**src/hdl/bmp_pixel_blit_to_framebuffer_macros.svh**
```systemverilog
// assertion macros shared by the blitter rtl
`ifndef BMP_PIXEL_BLIT_TO_FRAMEBUFFER_MACROS_SVH
`define BMP_PIXEL_BLIT_TO_FRAMEBUFFER_MACROS_SVH
`ifndef SYNTHESIS
// same-cycle implication, checked while out of reset
`define BPB_ASSERT_IMPLIES(lbl, ante, cons) \
  lbl: assert property (@(posedge clk) disable iff (!rst_n) (ante) |-> (cons)) \
    else $error("bpb assertion failed");
// next-cycle implication, checked while out of reset
`define BPB_ASSERT_NEXT(lbl, ante, cons) \
  lbl: assert property (@(posedge clk) disable iff (!rst_n) (ante) |=> (cons)) \
    else $error("bpb assertion failed");
`else
`define BPB_ASSERT_IMPLIES(lbl, ante, cons)
`define BPB_ASSERT_NEXT(lbl, ante, cons)
`endif
`endif

```
**src/hdl/bpb_pkg.sv**
```systemverilog
// shared types and constants of the bmp pixel blitter
`default_nettype none
package bpb_pkg;

  // parameter defaults
  localparam int SCREEN_WIDTH_DEF   = 800;
  localparam int SCREEN_HEIGHT_DEF  = 480;
  localparam int MAX_IMAGE_SIDE_DEF = 4096;

  // register reset values
  localparam int RST_IMAGE_WIDTH  = 800;
  localparam int RST_IMAGE_HEIGHT = 480;

  // configuration port
  localparam int CFG_IDX_W  = 3;
  localparam int CFG_DATA_W = 14;
  localparam logic [CFG_IDX_W-1:0] CFG_DEST_X       = 3'd0;
  localparam logic [CFG_IDX_W-1:0] CFG_DEST_Y       = 3'd1;
  localparam logic [CFG_IDX_W-1:0] CFG_IMAGE_WIDTH  = 3'd2;
  localparam logic [CFG_IDX_W-1:0] CFG_IMAGE_HEIGHT = 3'd3;
  localparam logic [CFG_IDX_W-1:0] CFG_FOUR_BYTE    = 3'd4;

  // field widths
  localparam int BYTE_W  = 8;
  localparam int COL_W   = 13;
  localparam int ADDR_W  = 19;
  localparam int COLOR_W = 32;

  // queue between front and back
  localparam int Q_DEPTH = 2;
  localparam int Q_PTR_W = (Q_DEPTH > 1) ? $clog2(Q_DEPTH) : 1;
  localparam int Q_CNT_W = $clog2(Q_DEPTH + 1);

  // one finished pixel on its way to the back end
  typedef struct packed {
    logic [COL_W-1:0]   row;
    logic [COL_W-1:0]   col;
    logic [COLOR_W-1:0] color;
    logic               on;
    logic               last;
  } bpb_pix_t;

endpackage
`default_nettype wire

```
**src/hdl/bpb_front.sv**
```systemverilog
// front end: config registers, byte assembly, padding skip, pixel position
`default_nettype none
`include "bmp_pixel_blit_to_framebuffer_macros.svh"
module bpb_front #(
  parameter int SCREEN_WIDTH   = bpb_pkg::SCREEN_WIDTH_DEF,
  parameter int SCREEN_HEIGHT  = bpb_pkg::SCREEN_HEIGHT_DEF,
  parameter int MAX_IMAGE_SIDE = bpb_pkg::MAX_IMAGE_SIDE_DEF
) (
  input  logic                            clk,
  input  logic                            rst_n,
  input  logic                            cfg_we,
  input  logic [bpb_pkg::CFG_IDX_W-1:0]   cfg_index,
  input  logic [bpb_pkg::CFG_DATA_W-1:0]  cfg_wdata,
  input  logic                            in_valid,
  input  logic [bpb_pkg::BYTE_W-1:0]      in_pixel_byte,
  output logic                            in_stall,
  input  logic                            q_full,
  output logic                            q_push,
  output bpb_pkg::bpb_pix_t               q_push_data
);
  import bpb_pkg::*;

  localparam logic [1:0] PH_B = 2'd0;
  localparam logic [1:0] PH_G = 2'd1;
  localparam logic [1:0] PH_R = 2'd2;
  localparam logic [1:0] PH_A = 2'd3;

  // saturate an image side to 1..MAX_IMAGE_SIDE
  function automatic logic [14:0] sat_side(input logic [14:0] m);
    logic [14:0] r;
    if (m == 15'd0) begin
      r = 15'd1;
    end else if (m > 15'(MAX_IMAGE_SIDE)) begin
      r = 15'(MAX_IMAGE_SIDE);
    end else begin
      r = m;
    end
    return r;
  endfunction

  localparam logic [14:0] RST_W_EFF = sat_side(15'(RST_IMAGE_WIDTH));
  localparam logic [14:0] RST_H_EFF = sat_side(15'(RST_IMAGE_HEIGHT));

  // config state, with derived side limits kept at write time
  logic [9:0]       dest_x_r;
  logic [8:0]       dest_y_r;
  logic [COL_W-1:0] w_m1_r;
  logic [1:0]       w_lo2_r;
  logic [COL_W-1:0] h_m1_r;
  logic             bottom_up_r;
  logic             four_r;

  logic [14:0] w_eff_wr, h_mag_wr, h_eff_wr;
  logic [14:0] h_sext;

  assign w_eff_wr = sat_side({2'b00, cfg_wdata[12:0]});
  assign h_sext   = {cfg_wdata[13], cfg_wdata[13:0]};
  assign h_mag_wr = cfg_wdata[13] ? (15'd0 - h_sext) : h_sext;
  assign h_eff_wr = sat_side(h_mag_wr);

  always_ff @(posedge clk) begin
    if (!rst_n) begin
      dest_x_r    <= '0;
      dest_y_r    <= '0;
      w_m1_r      <= COL_W'(RST_W_EFF - 15'd1);
      w_lo2_r     <= RST_W_EFF[1:0];
      h_m1_r      <= COL_W'(RST_H_EFF - 15'd1);
      bottom_up_r <= 1'b1;
      four_r      <= 1'b1;
    end else if (cfg_we) begin
      case (cfg_index)
        CFG_DEST_X:       dest_x_r <= cfg_wdata[9:0];
        CFG_DEST_Y:       dest_y_r <= cfg_wdata[8:0];
        CFG_IMAGE_WIDTH: begin
          w_m1_r  <= COL_W'(w_eff_wr - 15'd1);
          w_lo2_r <= w_eff_wr[1:0];
        end
        CFG_IMAGE_HEIGHT: begin
          h_m1_r      <= COL_W'(h_eff_wr - 15'd1);
          bottom_up_r <= !cfg_wdata[13] && (cfg_wdata != '0);
        end
        CFG_FOUR_BYTE:    four_r <= cfg_wdata[0];
        default: ;
      endcase
    end
  end

  // stream state
  logic [COL_W-1:0] col_r, col_nxt;
  logic [COL_W-1:0] row_r, row_nxt;
  logic [1:0]       phase_r, phase_nxt;
  logic [23:0]      partial_r, partial_nxt;
  logic [1:0]       pad_r, pad_nxt;

  logic accept, complete;
  logic col_end, row_end;
  logic [13:0]        sx;
  logic signed [14:0] sy;
  logic               on;
  logic [7:0]         alpha;
  logic [23:0]        rgb;

  assign in_stall = q_full;
  assign accept   = in_valid && !q_full;
  assign complete = (phase_r == PH_A) || (phase_r == PH_R && !four_r);
  assign col_end  = col_r >= w_m1_r;
  assign row_end  = row_r >= h_m1_r;

  // screen position of the pixel being completed
  assign sx = {4'b0000, dest_x_r} + {1'b0, col_r};
  always_comb begin
    if (bottom_up_r) begin
      sy = $signed({6'b0, dest_y_r}) + $signed({2'b00, h_m1_r}) - $signed({2'b00, row_r});
    end else begin
      sy = $signed({6'b0, dest_y_r}) + $signed({2'b00, row_r});
    end
  end
  assign on = (sx < 14'(SCREEN_WIDTH)) && !sy[14] && ($unsigned(sy) < 15'(SCREEN_HEIGHT));

  // colour of the pixel being completed
  assign rgb   = (phase_r == PH_R) ? {in_pixel_byte, partial_r[15:0]} : partial_r;
  assign alpha = (phase_r == PH_A && four_r) ? in_pixel_byte : 8'h00;

  always_comb begin
    col_nxt     = col_r;
    row_nxt     = row_r;
    phase_nxt   = phase_r;
    partial_nxt = partial_r;
    pad_nxt     = pad_r;
    if (accept) begin
      if (pad_r != 2'd0) begin
        pad_nxt = pad_r - 2'd1;
      end else if (phase_r == PH_B) begin
        partial_nxt[7:0] = in_pixel_byte;
        phase_nxt        = PH_G;
      end else if (phase_r == PH_G) begin
        partial_nxt[15:8] = in_pixel_byte;
        phase_nxt         = PH_R;
      end else begin
        if (phase_r == PH_R) begin
          partial_nxt[23:16] = in_pixel_byte;
        end
        if (complete) begin
          phase_nxt = PH_B;
          if (col_end) begin
            col_nxt = '0;
            pad_nxt = four_r ? 2'd0 : w_lo2_r;
            row_nxt = row_end ? '0 : row_r + COL_W'(1);
          end else begin
            col_nxt = col_r + COL_W'(1);
          end
        end else begin
          phase_nxt = PH_A;
        end
      end
    end
  end

  always_ff @(posedge clk) begin
    if (!rst_n) begin
      col_r     <= '0;
      row_r     <= '0;
      phase_r   <= PH_B;
      partial_r <= '0;
      pad_r     <= '0;
    end else begin
      col_r     <= col_nxt;
      row_r     <= row_nxt;
      phase_r   <= phase_nxt;
      partial_r <= partial_nxt;
      pad_r     <= pad_nxt;
    end
  end

  // finished pixel into the queue
  assign q_push            = accept && (pad_r == 2'd0) && complete;
  assign q_push_data.row   = on ? sy[COL_W-1:0] : '0;
  assign q_push_data.col   = on ? sx[COL_W-1:0] : '0;
  assign q_push_data.color = {alpha, rgb};
  assign q_push_data.on    = on;
  assign q_push_data.last  = col_end && row_end;

  `BPB_ASSERT_IMPLIES(a_pad_at_row_start, pad_r != 2'd0, col_r == '0)
  `BPB_ASSERT_IMPLIES(a_pad_between_pixels, pad_r != 2'd0, phase_r == PH_B)

endmodule
`default_nettype wire

```
**src/hdl/bpb_queue.sv**
```systemverilog
// two-entry queue of finished pixels between front and back
`default_nettype none
`include "bmp_pixel_blit_to_framebuffer_macros.svh"
module bpb_queue (
  input  logic              clk,
  input  logic              rst_n,
  input  logic              push,
  input  bpb_pkg::bpb_pix_t push_data,
  output logic              full,
  input  logic              pop,
  output logic              head_valid,
  output bpb_pkg::bpb_pix_t head_data
);
  import bpb_pkg::*;

  bpb_pix_t             mem_r [Q_DEPTH];
  logic [Q_PTR_W-1:0]   wr_ptr_r, rd_ptr_r;
  logic [Q_CNT_W-1:0]   cnt_r;

  // pointer step with wrap at the queue depth
  function automatic logic [Q_PTR_W-1:0] ptr_inc(input logic [Q_PTR_W-1:0] p);
    logic [Q_PTR_W-1:0] r;
    if (p == Q_PTR_W'(Q_DEPTH - 1)) begin
      r = '0;
    end else begin
      r = p + Q_PTR_W'(1);
    end
    return r;
  endfunction

  assign full       = cnt_r == Q_CNT_W'(Q_DEPTH);
  assign head_valid = cnt_r != '0;
  assign head_data  = mem_r[rd_ptr_r];

  // storage
  always_ff @(posedge clk) begin
    if (push) begin
      mem_r[wr_ptr_r] <= push_data;
    end
  end

  // pointers and fill count
  always_ff @(posedge clk) begin
    if (!rst_n) begin
      wr_ptr_r <= '0;
      rd_ptr_r <= '0;
      cnt_r    <= '0;
    end else begin
      if (push) begin
        wr_ptr_r <= ptr_inc(wr_ptr_r);
      end
      if (pop) begin
        rd_ptr_r <= ptr_inc(rd_ptr_r);
      end
      if (push && !pop) begin
        cnt_r <= cnt_r + Q_CNT_W'(1);
      end else if (pop && !push) begin
        cnt_r <= cnt_r - Q_CNT_W'(1);
      end
    end
  end

  `BPB_ASSERT_IMPLIES(a_cnt_bound, 1'b1, cnt_r <= Q_CNT_W'(Q_DEPTH))
  `BPB_ASSERT_IMPLIES(a_no_underflow, pop, cnt_r != '0)

endmodule
`default_nettype wire

```
**src/hdl/bpb_back.sv**
```systemverilog
// back end: framebuffer address and registered result
`default_nettype none
module bpb_back #(
  parameter int SCREEN_WIDTH = bpb_pkg::SCREEN_WIDTH_DEF
) (
  input  logic                         clk,
  input  logic                         rst_n,
  input  logic                         head_valid,
  input  bpb_pkg::bpb_pix_t            head_data,
  output logic                         pop,
  output logic                         out_valid,
  input  logic                         out_stall,
  output logic [bpb_pkg::ADDR_W-1:0]   out_fb_address,
  output logic [bpb_pkg::COLOR_W-1:0]  out_pixel_color,
  output logic                         out_on_screen,
  output logic                         out_last_pixel
);
  import bpb_pkg::*;

  localparam logic [COL_W-1:0] SW_C = COL_W'(SCREEN_WIDTH);

  logic                 out_valid_r;
  logic [ADDR_W-1:0]    addr_r;
  logic [COLOR_W-1:0]   color_r;
  logic                 on_r, last_r;
  logic                 load;
  logic [2*COL_W-1:0]   prod;
  logic [2*COL_W-1:0]   addr_full;

  // row times screen width plus column
  assign prod      = {{COL_W{1'b0}}, head_data.row} * {{COL_W{1'b0}}, SW_C};
  assign addr_full = prod + {{COL_W{1'b0}}, head_data.col};

  // output register takes a new pixel when empty or when its transfer completes
  assign load = head_valid && (!out_valid_r || !out_stall);
  assign pop  = load;

  always_ff @(posedge clk) begin
    if (!rst_n) begin
      out_valid_r <= 1'b0;
    end else if (load) begin
      out_valid_r <= 1'b1;
    end else if (!out_stall) begin
      out_valid_r <= 1'b0;
    end
  end

  always_ff @(posedge clk) begin
    if (load) begin
      addr_r  <= addr_full[ADDR_W-1:0];
      color_r <= head_data.color;
      on_r    <= head_data.on;
      last_r  <= head_data.last;
    end
  end

  assign out_valid       = out_valid_r;
  assign out_fb_address  = addr_r;
  assign out_pixel_color = color_r;
  assign out_on_screen   = on_r;
  assign out_last_pixel  = last_r;

endmodule
`default_nettype wire

```
**src/hdl/bmp_pixel_blit_to_framebuffer.sv**
```systemverilog
// Top level of the BMP pixel-array blitter, bytes in, ARGB framebuffer writes out.
// Usage: raw bytes of the BMP pixel array arrive on in_pixel_byte, one per transfer
// (in_valid high, in_stall low). Each completed pixel (3 bytes for 24-bit, 4 for
// 32-bit images) yields one result transfer on out_*: framebuffer word address,
// ARGB colour, an on-screen flag (address 0 when dropped) and a last-pixel flag.
// Row padding bytes are consumed with no result.
// Throughput: one byte per cycle while the queue has room (in_stall low); the
// back end's single output register drains one pixel per cycle unless out_stall
// holds it. A pixel enters the queue with the transfer of its final byte, then
// passes through the address multiply into the output register.
// Configuration: cfg_we writes cfg_wdata to register cfg_index (0 dest_x, 1 dest_y,
// 2 image_width, 3 image_height, 4 four_byte_pixels); the user writes only while idle, unchecked.
// Reset (rst_n low, synchronous): registers return to 800x480 bottom-up 32-bit
// at the screen origin, counters clear and the queue empties.
// Receiver stall: the output register holds its result; a two-entry queue
// absorbs further pixels, after which in_stall rises until room frees up.
`default_nettype none
module bmp_pixel_blit_to_framebuffer #(
  parameter int SCREEN_WIDTH   = bpb_pkg::SCREEN_WIDTH_DEF,
  parameter int SCREEN_HEIGHT  = bpb_pkg::SCREEN_HEIGHT_DEF,
  parameter int MAX_IMAGE_SIDE = bpb_pkg::MAX_IMAGE_SIDE_DEF
) (
  input  logic                            clk,
  input  logic                            rst_n,
  input  logic                            cfg_we,
  input  logic [bpb_pkg::CFG_IDX_W-1:0]   cfg_index,
  input  logic [bpb_pkg::CFG_DATA_W-1:0]  cfg_wdata,
  input  logic                            in_valid,
  output logic                            in_stall,
  input  logic [bpb_pkg::BYTE_W-1:0]      in_pixel_byte,
  output logic                            out_valid,
  input  logic                            out_stall,
  output logic [bpb_pkg::ADDR_W-1:0]      out_fb_address,
  output logic [bpb_pkg::COLOR_W-1:0]     out_pixel_color,
  output logic                            out_on_screen,
  output logic                            out_last_pixel
);
  import bpb_pkg::*;

  logic     q_push, q_full, q_pop, q_head_valid;
  bpb_pix_t q_push_data, q_head_data;

  // byte assembly and pixel classification
  bpb_front #(
    .SCREEN_WIDTH   (SCREEN_WIDTH),
    .SCREEN_HEIGHT  (SCREEN_HEIGHT),
    .MAX_IMAGE_SIDE (MAX_IMAGE_SIDE)
  ) u_front (
    .clk           (clk),
    .rst_n         (rst_n),
    .cfg_we        (cfg_we),
    .cfg_index     (cfg_index),
    .cfg_wdata     (cfg_wdata),
    .in_valid      (in_valid),
    .in_pixel_byte (in_pixel_byte),
    .in_stall      (in_stall),
    .q_full        (q_full),
    .q_push        (q_push),
    .q_push_data   (q_push_data)
  );

  // decoupling queue
  bpb_queue u_queue (
    .clk        (clk),
    .rst_n      (rst_n),
    .push       (q_push),
    .push_data  (q_push_data),
    .full       (q_full),
    .pop        (q_pop),
    .head_valid (q_head_valid),
    .head_data  (q_head_data)
  );

  // address generation and output register
  bpb_back #(
    .SCREEN_WIDTH (SCREEN_WIDTH)
  ) u_back (
    .clk             (clk),
    .rst_n           (rst_n),
    .head_valid      (q_head_valid),
    .head_data       (q_head_data),
    .pop             (q_pop),
    .out_valid       (out_valid),
    .out_stall       (out_stall),
    .out_fb_address  (out_fb_address),
    .out_pixel_color (out_pixel_color),
    .out_on_screen   (out_on_screen),
    .out_last_pixel  (out_last_pixel)
  );

endmodule
`default_nettype wire

```
**config.mk**
```make
export PLATFORM = sky130hd
export DESIGN_NAME = bmp_pixel_blit_to_framebuffer
export DESIGN_NICKNAME = d
export VERILOG_FILES = /design/src/hdl/bpb_pkg.sv /design/src/hdl/bpb_front.sv /design/src/hdl/bpb_queue.sv /design/src/hdl/bpb_back.sv /design/src/hdl/bmp_pixel_blit_to_framebuffer.sv
export VERILOG_INCLUDE_DIRS = /design/src /design/src/hdl
export SDC_FILE = /design/constraint.sdc
export NUM_CORES = 1
export LEC_CHECK = 0
export ABC_AREA = 1
export BUFFER_PORTS_ARGS = -buffer_cell sky130_fd_sc_hd__buf_4
export CAP_MARGIN = 20
export CORE_MARGIN = 2
export CORE_UTILIZATION = 63
export DETAILED_ROUTE_END_ITERATION = 7
export GPL_TIMING_DRIVEN = 0
export PLACE_DENSITY = 0.82
export SLEW_MARGIN = 40
export SYNTH_ARGS = -nofsm -noshare
export SYNTH_HDL_FRONTEND = slang
export SYNTH_SLANG_ARGS = --single-unit
```
**constraint.sdc**
```tcl
create_clock -name clk -period 8.3 [get_ports clk]
set_input_delay 0.83 -clock clk [delete_from_list [all_inputs] [get_ports clk]]
set_output_delay 0.83 -clock clk [all_outputs]
set_load 0.005 [all_outputs]
```
* Word level (Yosys, flattened, before mapping)
Memories as Yosys holds them, arrays and structs flattened. A register that Yosys moved wholly into a read port is not among the register bits.
Index checks and enable logic that the tools add are counted.
** Operators by class
- Add/sub/neg operators :: 15
- Magnitude comparators :: 6
- Eq/ne operators :: 11
- Bitwise gates (word level) :: 3
- Shift-type cells :: 0
- Reduce and logical (&&, ||, !) cells :: 45
- Multiply operators :: 1
- Div/mod/pow operators :: 0
- Muxes and demuxes :: 31
** Operators with widths (count)
- 13-bit two-way mux :: 8
- 15-bit two-way mux :: 2
- 9-bit by 13-bit adder with 14-bit output :: 2
- 13-bit by 1-bit adder with 13-bit output (second input constant) :: 2
- 13-bit >= comparator :: 2
- 13-bit by 1-bit subtractor with 13-bit output (second input constant) :: 2
- 24-bit two-way mux :: 1
- 2-bit two-way mux :: 11
- 19-bit by 13-bit adder with 19-bit output :: 1
- 15-bit by 13-bit greater-than comparator with 1-bit output (second input constant) :: 1
- 15-bit zero test :: 1
- 15-bit by 9-bit less-than comparator with 1-bit output (second input constant) :: 1
- 5-bit AND reduction :: 3
- 1-bit by 14-bit subtractor with 15-bit output (first input constant) :: 1
- 15-bit by 14-bit subtractor with 15-bit output :: 1
- 10-bit by 13-bit adder with 14-bit output :: 1
- 14-bit by 10-bit less-than comparator with 1-bit output (second input constant) :: 1
- 13-bit by 5-bit multiplier with 14-bit output (second input constant) :: 1
- 14-bit nonzero test :: 1
- 13-bit greater-than comparator (second input constant) :: 1
- 13-bit zero test :: 1
- 1-bit logical AND :: 12
- 2-bit AND reduction :: 6
- 2-bit nonzero test :: 5
- 19 further kinds :: 44
** Storage, ports and cells
- Output and inout port bits :: 55
- ROM bits :: 0
- Bits in registers :: 161
- Input port bits :: 30
- Memory bits (writable) :: 120
- Latch bits :: 0
- Memories :: 1
** Memories
- u_queue.mem_r :: depth 2, width 60, read ports 1, clocked after Yosys merged registers in 1, wr ports 1, line bpb_queue.sv:16 : bpb_pix_t mem_r [Q_DEPTH];

* Depth between registers and ports, before layout
Gate-level depths: netlist (run 1).
- Depth in word-level cells :: 9
- Mapped depth :: 25
- Depth with buffers taken out :: 24

* Cells and area by module
From an unflattened synthesis (run 1), not the netlist that was laid out.
** Unflattened totals
- Cells, all modules :: 1768
- Area total of the unflattened synthesis :: 16382.0 µm²
** By module, submodules not included
- bpb_front :: sequential area each 2062.0 µm², times used 1, cells an instance 1237, area each 8290.5 µm²
- bpb_queue :: sequential area each 3703.6 µm², times used 1, cells an instance 222, area each 4863.4 µm²
- bpb_back :: sequential area each 1611.5 µm², times used 1, cells an instance 309, area each 3228.1 µm²

* Worst setup path after synthesis (run 1)
OpenSTA, ideal clock, no wires.
- Kind :: reg-to-reg
- From :: register with a tool-made name
- To :: register u_back.addr_r[18] (netlist: u_back.out_fb_address[18]) (data pin)
- Data required time :: 8047 ps
- Data arrival time :: 4280 ps
- Library setup time :: 253 ps
- Path buffers :: 2
- Cell stages (with the launch flop) :: 23
- Path slack :: 3767 ps
- Period minus slack after synthesis :: 4533 ps
- Cell sequence :: dfxtp_1 clkbuf_1 clkbuf_1 mux2_2 ha_1 ha_1 inv_1 fa_1 inv_1 ha_1 nand2_1 nand2_1 a31oi_1 xor2_1 inv_1 ha_1 nand2_1 nand2_1 nand2_1 nor3_1 nand3_1 nand2_1 nand2_1
** RTL lines
- end signal: assignment :: line bpb_back.sv:50 : addr_r <= addr_full[ADDR_W-1:0];
- end: declaration :: line bpb_back.sv:23 : logic [ADDR_W-1:0] addr_r;

==> results by stage, run 1 <==
Outcome:
- The flow ran to the end, and the final reports show no timing, DRC or antenna violations.

Final layout:
- In the final design database the tool counted 1,986 nets.
- In the final layout, the share of cells above drive strength 1 is 13.96%.
- The antenna diode count is 0.
- The post-layout instance count excluding filler cells is 2,179.
- The utilization of the core after routing is 73.22%.
- Relative to the synthesized area, the layout overhead comes to 14.03%.

Worst setup path:
- In this run the worst path has a maximum fanout of 10.
- The internal reg-to-reg setup slack is 2.92 ns.
- The nature of the critical path startpoint is a flip-flop.
- STA puts the critical path data required time at 8.61 ns.
- The worst setup path is of the reg -> reg kind.
- The critical path ends at u_back.out_fb_address[18].
- The critical path data arrival time is 5.68 ns.
- The cell count of the worst reg-to-reg path is 22.
- The endpoint of the most critical register-to-register path is u_back.out_fb_address[18].
- STA classifies the critical path endpoint as a flip-flop.

Drt:
- The routed layout has 12,460 vias.
- After detailed routing, the number of vias per cell comes to 5.717.
- The uppermost layer routed is met4.
- Summed over all layers, the routed wires come to 37.86 mm.
- The met3 wire length is 2.013 mm.
- The number of nets with antenna violations after detailed routing is 0.
- The sum of met2 wire segment lengths after detailed routing is 19.21 mm.
- The pre-antenna-repair detailed-routing pass consisted of 5 iterations.
- After detailed routing, the average wire length per cell comes to 17.37 um.
- In the routed design, unresolved DRC markers number 0.
- The detailed router put a total of 14.97 mm of wire on met1.
- The iteration-0 DRC count of the detailed router is 1,027.

Clock network:
- The count of cells resized by post-cts repair is 0.
- The number of buffers added for setup after CTS is 0.
- The clock-pin slew reported for the worst setup and hold paths after clock tree synthesis is 0.06 ns.
- In this run the number of H-tree levels came out at 1.
- The number of clock buffers added by TritonCTS is 29.
- Counting along the longest clock path gives a buffer depth of 3.
- The clock network latency to the later pin of the worst-skew pair is 0.55 ns.
- The TritonCTS clock tree is built.
- The number of clock sinks is 282.
- After clock tree synthesis, the flow added hold-fix buffers numbering 0.
- The root buffer cell chosen for the clock tree is sky130_fd_sc_hd__clkbuf_16.

Die:
- The initial standard-cell utilization of the core is 64.21%.
- The area of the die is 0.02606 mm^2.
- Measured along the y axis, the die boundary spans 161.4 um.
- The horizontal die dimension is 161.4 um.
- The I/O pin count is 85.
- After floorplanning, the core was sized to cover 0.02432 mm^2.
- Row generation in the floorplan step produced 57 rows.

Global route:
- The wire length of the first global-routing pass is 59.95 mm.
- The number of global-route vias before repair is 12,070.
- The number of antenna violations at the first check in global routing came to 0.
- The remaining global-route overflow is 0.
- Entering global routing, the biggest net connects 34 pins.
- The combined global-route utilization of all metal layers is 28.83%.

Place:
- Buffers placed on the I/O ports in this run total 83.
- Detailed placement finished with a half-perimeter wire length of 28.13 mm.
- OpenSTA, run right after detailed placement, puts the worst setup slack at 2.933 ns.
- The number of placed instances with taps included is 2,126.
- Routability-driven placement finished with a final weighted congestion of 0.9528.

Logic synthesis:
- By instance count, the leading cell after synthesis is sky130_fd_sc_hd__nand2_1.
- In the synthesized netlist, the cells that appear most often are sky130_fd_sc_hd__nand2_1 (247), sky130_fd_sc_hd__inv_1 (233), sky130_fd_sc_hd__edfxtp_1 (173), sky130_fd_sc_hd__a21oi_1 (152).
- The proportion of register bits with asynchronous set or reset after synthesis is 0%.
- For this run, the leading register cell type out of synthesis is sky130_fd_sc_hd__edfxtp_1.
- The synthesized design contains 173 enable-type register cells.
- The mapped netlist covers 0.01561 mm^2.
- The distinct cell type count after synthesis is 61.
- The number of warnings reported in the yosys synthesis log is 0.
- After synthesis, the largest area contributor takes up 33.27% of total cell area.
- The cell count after synthesis is 1,699.
- The mean instance size in the synthesized netlist is 9.191 um^2.
- The synthesized design contains 282 register bits.
- Sorting the synthesized cells by area gives the leading types as sky130_fd_sc_hd__edfxtp_1 (33%), sky130_fd_sc_hd__dfxtp_1 (14%), sky130_fd_sc_hd__ha_1 (8.8%), sky130_fd_sc_hd__nand2_1 (5.9%), sky130_fd_sc_hd__inv_1 (5.6%).
- The share of synthesized area occupied by flip-flops and latches is 47.24%.
- Summed over all instances, the cell type with the most area after synthesis is sky130_fd_sc_hd__edfxtp_1.

STA:
- After layout, the worst setup slack is 2.922 ns.
- The highest attainable clock frequency is 185.9 MHz.
- The final number of hold-violating endpoints is 0.
- The shortest clock period the worst path allows after layout is 5.378 ns.
- The worst max-slew margin expressed relative to the limit is 51.88%.
- The number of pins with negative max-slew slack in the final report is 0.
- In the finished design, the share of the clock period the worst path needs comes to 64.80%.
- The slew at the pin closest to its max-slew limit is 0.7139 ns.
- Setup violations remaining at the end of the flow were counted as 0.
- The worst clock skew is 0.01771 ns.
- The setup TNS is 0 ns.
- Setup repair after global routing left no endpoint under its margin.

Min path:
- The worst hold path begins at u_front.partial_r[7].
- The path class of the tightest hold or removal check is reg -> reg.

Pwr:
- The net switching component of the power is 0.002126 W.
- The leakage power summed over all cells is 7.584 nW.
- The relative contribution of combinational cells to total power is 43.9%.
- The cell-internal power is 0.003615 W.
- The power per unit of standard cell area is 322.4 mW/mm^2.
- The net switching share of the total power is 37.03%.
- In this run, the clock network consumes 22.6% of the power.
- The share of total power in sequential cells is 33.6%.
- The largest voltage drop on the vdd net is 0.0004165 V.

Flow run:
- The max-capacitance violation count is 0.
==> registers in the layout, indices dropped and copies added, names as in the netlist, 9 cells and up, named ones only <==
name                    count
u_front.h_m1_r             13
u_back.out_fb_address      19
u_front.w_m1_r             13
u_back.out_pixel_color     32
u_front.partial_r          24
u_queue.mem_r             120
u_front.col_r              13
u_front.dest_x_r           10
u_front.dest_y_r            9
u_front.row_r              13
==> placed cells by master, fill, tap and decap left out, types with 4 or more instances in the layout <==
master / instances
sky130_fd_sc_hd__xor2_1: 44
sky130_fd_sc_hd__o21bai_1: 8
sky130_fd_sc_hd__clkinv_1: 4
sky130_fd_sc_hd__clkbuf_16: 30
sky130_fd_sc_hd__o21ai_1: 8
sky130_fd_sc_hd__a211oi_1: 4
sky130_fd_sc_hd__clkbuf_1: 26
sky130_fd_sc_hd__buf_1: 4
sky130_fd_sc_hd__nor3_1: 24
sky130_fd_sc_hd__nand2_2: 14
sky130_fd_sc_hd__xnor2_1: 14
sky130_fd_sc_hd__edfxtp_1: 173
sky130_fd_sc_hd__buf_8: 4
sky130_fd_sc_hd__nand4_1: 14
sky130_fd_sc_hd__nor2_4: 7
sky130_fd_sc_hd__a31oi_1: 5
sky130_fd_sc_hd__fa_1: 13
sky130_fd_sc_hd__nand3_1: 81
sky130_fd_sc_hd__nor4_1: 4
sky130_fd_sc_hd__inv_2: 9
sky130_fd_sc_hd__clkinv_2: 4
sky130_fd_sc_hd__a21oi_1: 152
sky130_fd_sc_hd__dfxtp_1: 109
sky130_fd_sc_hd__buf_4: 84
sky130_fd_sc_hd__conb_1: 14
sky130_fd_sc_hd__nand3b_1: 5
sky130_fd_sc_hd__nor2_1: 131
sky130_fd_sc_hd__ha_1: 110
sky130_fd_sc_hd__o21ai_0: 133
sky130_fd_sc_hd__mux2_2: 52
sky130_fd_sc_hd__nand2_4: 4
sky130_fd_sc_hd__nand2_1: 247
sky130_fd_sc_hd__inv_1: 232
sky130_fd_sc_hd__o211ai_1: 10
sky130_fd_sc_hd__nor3b_1: 4
sky130_fd_sc_hd__o41ai_1: 4
sky130_fd_sc_hd__nor2_2: 9
==> critical path, stage by stage, from the launching register on <==
cell                       delay (ns)
sky130_fd_sc_hd__dfxtp_1         0.34
sky130_fd_sc_hd__clkbuf_1        0.46
sky130_fd_sc_hd__clkbuf_1        0.59
sky130_fd_sc_hd__mux2_2          0.48
sky130_fd_sc_hd__ha_1            0.31
sky130_fd_sc_hd__ha_1            0.28
sky130_fd_sc_hd__inv_1           0.05
sky130_fd_sc_hd__fa_1            0.50
sky130_fd_sc_hd__inv_1           0.04
sky130_fd_sc_hd__ha_1            0.35
sky130_fd_sc_hd__nand2_1         0.09
sky130_fd_sc_hd__nand2_1         0.07
sky130_fd_sc_hd__a31oi_1         0.19
sky130_fd_sc_hd__xor2_1          0.16
sky130_fd_sc_hd__inv_1           0.06
sky130_fd_sc_hd__ha_1            0.32
sky130_fd_sc_hd__nand2_1         0.06
sky130_fd_sc_hd__nand2_1         0.06
sky130_fd_sc_hd__nand2_1         0.07
sky130_fd_sc_hd__nor3_1          0.38
sky130_fd_sc_hd__nand3_1         0.14
sky130_fd_sc_hd__nand2_1         0.09
sky130_fd_sc_hd__nand2_1         0.05
==> power by group through the flow <==
stage	Sequential (W)	Combinational, W	Clock, W
2_1_floorplan	0.00195	0.00176	0
3_3_place_gp	0.00194	0.00229	0
3_5_place_dp	0.00195	0.00248	0
4_1_cts	0.00193	0.00252	0.00130
5_1_grt	0.00194	0.00281	0.00136
6_report	0.00193	0.00252	0.00130
==> cells by family after synthesis <==
family | Yosys count | synth area share [%]
multiplexers | 54 | 3.878
flip-flops | 282 | 47.24
AO/OA/AOI/OAI | 343 | 12.06
adder cells (fa/ha/maj) | 123 | 10.48
XOR/XNOR | 58 | 3.253
other | 1 | 0.02402
buffers and inverters | 278 | 6.827
AND/OR/NAND/NOR | 560 | 16.23
==> routing by layer <==
layer | vias up | global-route usage (%)
met5 | - | 0
met4 | 0 | 12.62
met3 | 104 | 2.594
met2 | 466 | 53.01
met1 | 5816 | 34.43
li1 | 6071 | -
==> final cells by class <==
cell class              instances  area, um^2
flip-flops and latches        282        7377
multi-input cells            1152        7242
fillers                      1732        6514
inverters                     244       918.4
clock buffers                  38       808.3
repair buffers                 90       758.2
well taps                     324       405.4
plain buffers                  34       150.1
clock inverters                15       146.4
==> how the worst min path moves through the flow <==
stage,end,slack [ns],cells past startpoint
5_1_grt,u_queue.mem_r[0][9],0.46,0
6_report,u_queue.mem_r[0][9],0.46,0
2_1_floorplan,u_queue.mem_r[0][10],0.42,0
3_3_place_gp,u_queue.mem_r[1][9],0.43,0
3_5_place_dp,u_queue.mem_r[0][9],0.44,0
4_1_cts,u_queue.mem_r[0][9],0.45,0
==> stage by stage <==
step / power (W) / hold slack [ns] / cell area [um^2]
global route: 0.006110 / 0.4614 / 17810
CTS: 0.005751 / 0.4515 / 17810
floorplan: 0.003711 / 0.4203 / 15660
finish: 0.005740 / 0.4570 / 17810
detailed placement: 0.004427 / 0.4388 / 16850
global placement: 0.004235 / 0.4273 / 16690
No activity file was read; power rests on OpenSTA's default activity.
==> run 2: changes to the inputs <==
Settings changed: ABC_AREA 1 to 0, CORE_UTILIZATION 63 to 62, PLACE_DENSITY 0.82 to 0.81.
Clock period 8.3 ns to 5.6 ns, I/O delays scaled along.
==> results by stage, run 2 <==
Outcome:
- The run finished with clean final reports.

Logic synthesis:
- The synthesized area is 0.01570 mm^2.
- Counting flops with an async set or reset pin after synthesis yields a share of 0%.
- The share of synthesized area occupied by flip-flops and latches is 46.99%.
- Sorting the synthesized cells by how often they occur yields sky130_fd_sc_hd__edfxtp_1 (173), sky130_fd_sc_hd__nand2_1 (114), sky130_fd_sc_hd__ha_1 (110), sky130_fd_sc_hd__dfxtp_1 (109), sky130_fd_sc_hd__nor2_1 (97).
- Among all flip-flop cells after synthesis, the most frequent one is sky130_fd_sc_hd__edfxtp_1.
- The cell count after synthesis is 1,482.
- The cell type with the largest total area after synthesis is sky130_fd_sc_hd__edfxtp_1.
- Yosys printed 0 warnings.
- Sorting the synthesized cells by area gives the leading types as sky130_fd_sc_hd__edfxtp_1 (33%), sky130_fd_sc_hd__dfxtp_1 (14%), sky130_fd_sc_hd__ha_1 (8.8%), sky130_fd_sc_hd__mux2_2 (4.5%), sky130_fd_sc_hd__xnor2_1 (3.0%).
- In this run, synthesis produced a sequential element count of 282.
- The most common cell in the netlist is sky130_fd_sc_hd__edfxtp_1.
- Dividing the synthesized area by the synthesized cell count gives 10.59 um^2.
- The area share of the largest cell type after synthesis is 33.09%.
- The synthesized netlist contains 79 unique library cells.
- The number of synthesized flops with an enable pin is 173.

Worst setup path:
- The cell count of the worst reg-to-reg path is 17.
- In this design, the stage delay of the slowest critical-path cell is 0.49 ns.
- The worst setup path is of the reg -> reg kind.
- For this design, the slowest cell found on the critical path is sky130_fd_sc_hd__fa_1.
- For the worst setup path, the data arrival time is 5.39 ns.
- The cell type with the highest occurrence count on the critical path is sky130_fd_sc_hd__ha_1.
- The internal reg-to-reg setup slack is 0.50 ns.
- The critical path crosses 17 cells after its start point.
- The largest fanout on the critical path is 10.
- STA puts the critical path data required time at 5.89 ns.
- The nature of the critical path startpoint is a flip-flop.
- The category of cells accounting for the largest share of critical-path delay is adder cells.
- The worst setup path is captured at a flip-flop.
- The count of buffer and inverter cells on the critical path is 5.
- The critical path goes through clkbuf_1, clkbuf_2, clkbuf_2, mux2_2, ha_1, ha_1, inv_1, fa_1, inv_1, ha_1, a21oi_1, xnor2_1, ha_1, nand2_1, o21ai_0, nand4_1, xor2_1.
- The worst register-to-register path ends at u_back.out_fb_address[17].

Min path:
- The path with the worst hold slack has its endpoint at u_back.out_valid.
- The worst min-delay path startpoint is out_stall.
- The min-delay analysis places its worst path in the category in -> reg.
- Along the worst hold path, the cell count comes to 3.

Clock network:
- The number of buffers inserted for hold repair after clock tree synthesis is 0.
- The number of clock sinks is 282.
- Clock-pin slew was measured on the worst setup and hold paths at 0.06 ns.
- The clock tree root buffer cell is sky130_fd_sc_hd__clkbuf_16.
- The count of cells resized by post-cts repair is 0.
- The longest clock path from root to sink contains 3 buffers.
- Once the clock tree was built, the setup fixing pass inserted 0 buffers.
- The number of buffers inserted during clock tree synthesis is 28.
- For the worst-skew pair, the clock arrives at the later sink with an insertion delay of 0.56 ns.
- TritonCTS built the clock tree.
- The number of H-tree levels is 1.

Final layout:
- The combined area of the multi-input logic cells is 0.007795 mm^2.
- Ranked by flip-flop count, first place goes to u_queue.mem_r.
- The repair_antennas step left the layout with diodes totalling 0.
- The area occupied by registers is 0.007377 mm^2.
- Leaving out fill and tap cells, the most frequent cells in the layout are sky130_fd_sc_hd__edfxtp_1 (173), sky130_fd_sc_hd__nand2_1 (114), sky130_fd_sc_hd__ha_1 (110).
- The commonest non-fill, non-tap cell in the layout is sky130_fd_sc_hd__edfxtp_1.
- The number of flip-flops in the largest register is 120.
- The filler cells instantiated in the layout total 1,863.
- The share of layout cells above drive strength 1 is 12.95%.
- The number of nets at the end of the flow is 1,760.
- After routing the design area is 0.01779 mm^2.
- The layout overhead on the synthesized area is 13.34%.

Die:
- The horizontal die dimension is 163.1 um.
- The initial standard-cell utilization of the core is 62.71%.
- In this run the count of I/O pins placed on the die edge is 85.
- The die boundary height is 163.1 um.
- The core outline area is 0.02504 mm^2.
- In this run the core area contains 58 standard-cell rows.
- The floorplan step defined a die boundary enclosing 0.02661 mm^2.

Drt:
- The wire length per cell is 18.06 um.
- In the routed design, unresolved DRC markers number 0.
- The final wirelength is 35.37 mm.
- The iteration count of the initial detailed-routing pass is 5.
- The iteration-0 DRC count of the detailed router is 881.
- Detailed routing inserted a total of 11,550 vias.
- The count of nets left with antenna violations once routing finished came out at 0.
- The per-cell via count in the routed design is 5.894.

STA:
- Setup repair after global routing left no endpoint under its margin.
- The highest attainable clock frequency is 196.1 MHz.
- Setup violations remaining at the end of the flow were counted as 0.
- The smallest hold slack is 0.2911 ns.
- The slew at the pin closest to its max-slew limit is 0.8764 ns.
- Across all setup checks in the final design, the least slack found is 0.4996 ns.
- Setup total negative slack on the finished layout was measured at 0 ns.
- The number of pins with negative max-slew slack in the final report is 0.
- Counting I/O delays and the setup requirement, the final critical path takes 5.100 ns.
- The worst clock skew is 0.01693 ns.
- The final critical path takes up 91.08% of the cycle.
- Headroom to the max-slew limit came out at 41.58%.
- The final number of hold-violating endpoints is 0.

Pwr:
- The total design power is 0.007457 W.
- For this design the static power due to leakage is 7.164 nW.
- Power spread over the standard cell area amounts to 419.0 mW/mm^2.
- IR analysis of the VDD net gives a maximum drop of 0.0005771 V.

Flow run:
- Max-cap violations in this run came to 0.

Global route:
- The wire length of the first global-routing pass is 56.24 mm.
- The combined global-route utilization of all metal layers is 26.63%.
- The number of antenna violations at the first check in global routing is 1.
- The maximum number of pins on one net before global-route repair is 45.
- For this run the aggregate overflow at the end of global routing stands at 0.
- The number of global-route vias before repair is 11,330.

Place:
- The standard cell area after detailed placement is 0.01687 mm^2.
- The placer congestion estimate is 0.9642.
- The quantity of I/O buffers inserted on ports is 77.
- Once detailed placement completed, the half-perimeter wirelength came to 25.84 mm.
- The placement-stage worst setup slack is 0.09126 ns.
==> run 2: worst max-delay path by stage <==
stage	start	endpoint	slack (ns)
finish	flip-flop	u_back.out_fb_address[17]	0.50
global route	u_front.h_m1_r[0]	u_queue.mem_r[0][48]	0.19
CTS	flip-flop	u_back.out_fb_address[18]	0.04
detailed placement	flip-flop	u_back.out_fb_address[18]	0.09
global placement	in_valid	u_queue.mem_r[0][44]	-0.61
floorplan	flip-flop	u_back.out_fb_address[18]	0.91
==> run 2: metrics by stage <==
stage                     instances  util, %
after global placement         1902    66.86
after detailed placement       1907    67.40
after floorplan                1495        -
after CTS                      1959    71.05
after global routing           1959    71.07
final                          1959    71.07
==> run 2: power breakdown <==
part | internal, W | total [W] | switching (W)
logic | 0.00132 | 0.00288 | 0.00156
registers | 0.00265 | 0.00273 | 0.0000809
clock network | 0.00108 | 0.00185 | 0.000768
==> run 2: worst reg2reg max path, delay by kind of cell, from the launching register on <==
family	cells	cell delay, ns
adder cells (fa/ha/maj)	5	1.75
AND/OR/NAND/NOR	2	0.29
AO/OA/AOI/OAI	2	0.58
XOR/XNOR	2	0.28
multiplexers	1	0.42
buffers and inverters	5	1.22
flip-flops	1	0.31
==> run 2: logic make-up after synthesis <==
logic type	Yosys count	share of synthesized area (%)
AND/OR/NAND/NOR	442	14.15
flip-flops	282	46.99
AO/OA/AOI/OAI	280	12.33
buffers and inverters	158	3.825
adder cells (fa/ha/maj)	124	10.49
multiplexers	103	7.069
XOR/XNOR	92	5.132
other	1	0.02389
==> run 2: area by class of cell <==
cell class	instances	area share (%)
multi-input cells	1055	43.81
flip-flops and latches	282	41.46
clock buffers	39	4.226
repair buffers	82	3.867
well taps	330	2.320
inverters	96	2.039
plain buffers	62	1.371
clock inverters	13	0.9141
==> run 2: layer usage <==
metal	part of all wire, %	up-vias	track usage, %
li1	-	5600	-
met5	0	-	0
met3	5.4	84	3.454
met1	43	5465	34.45
met4	3.6	0	10.62
met2	48	398	45.59
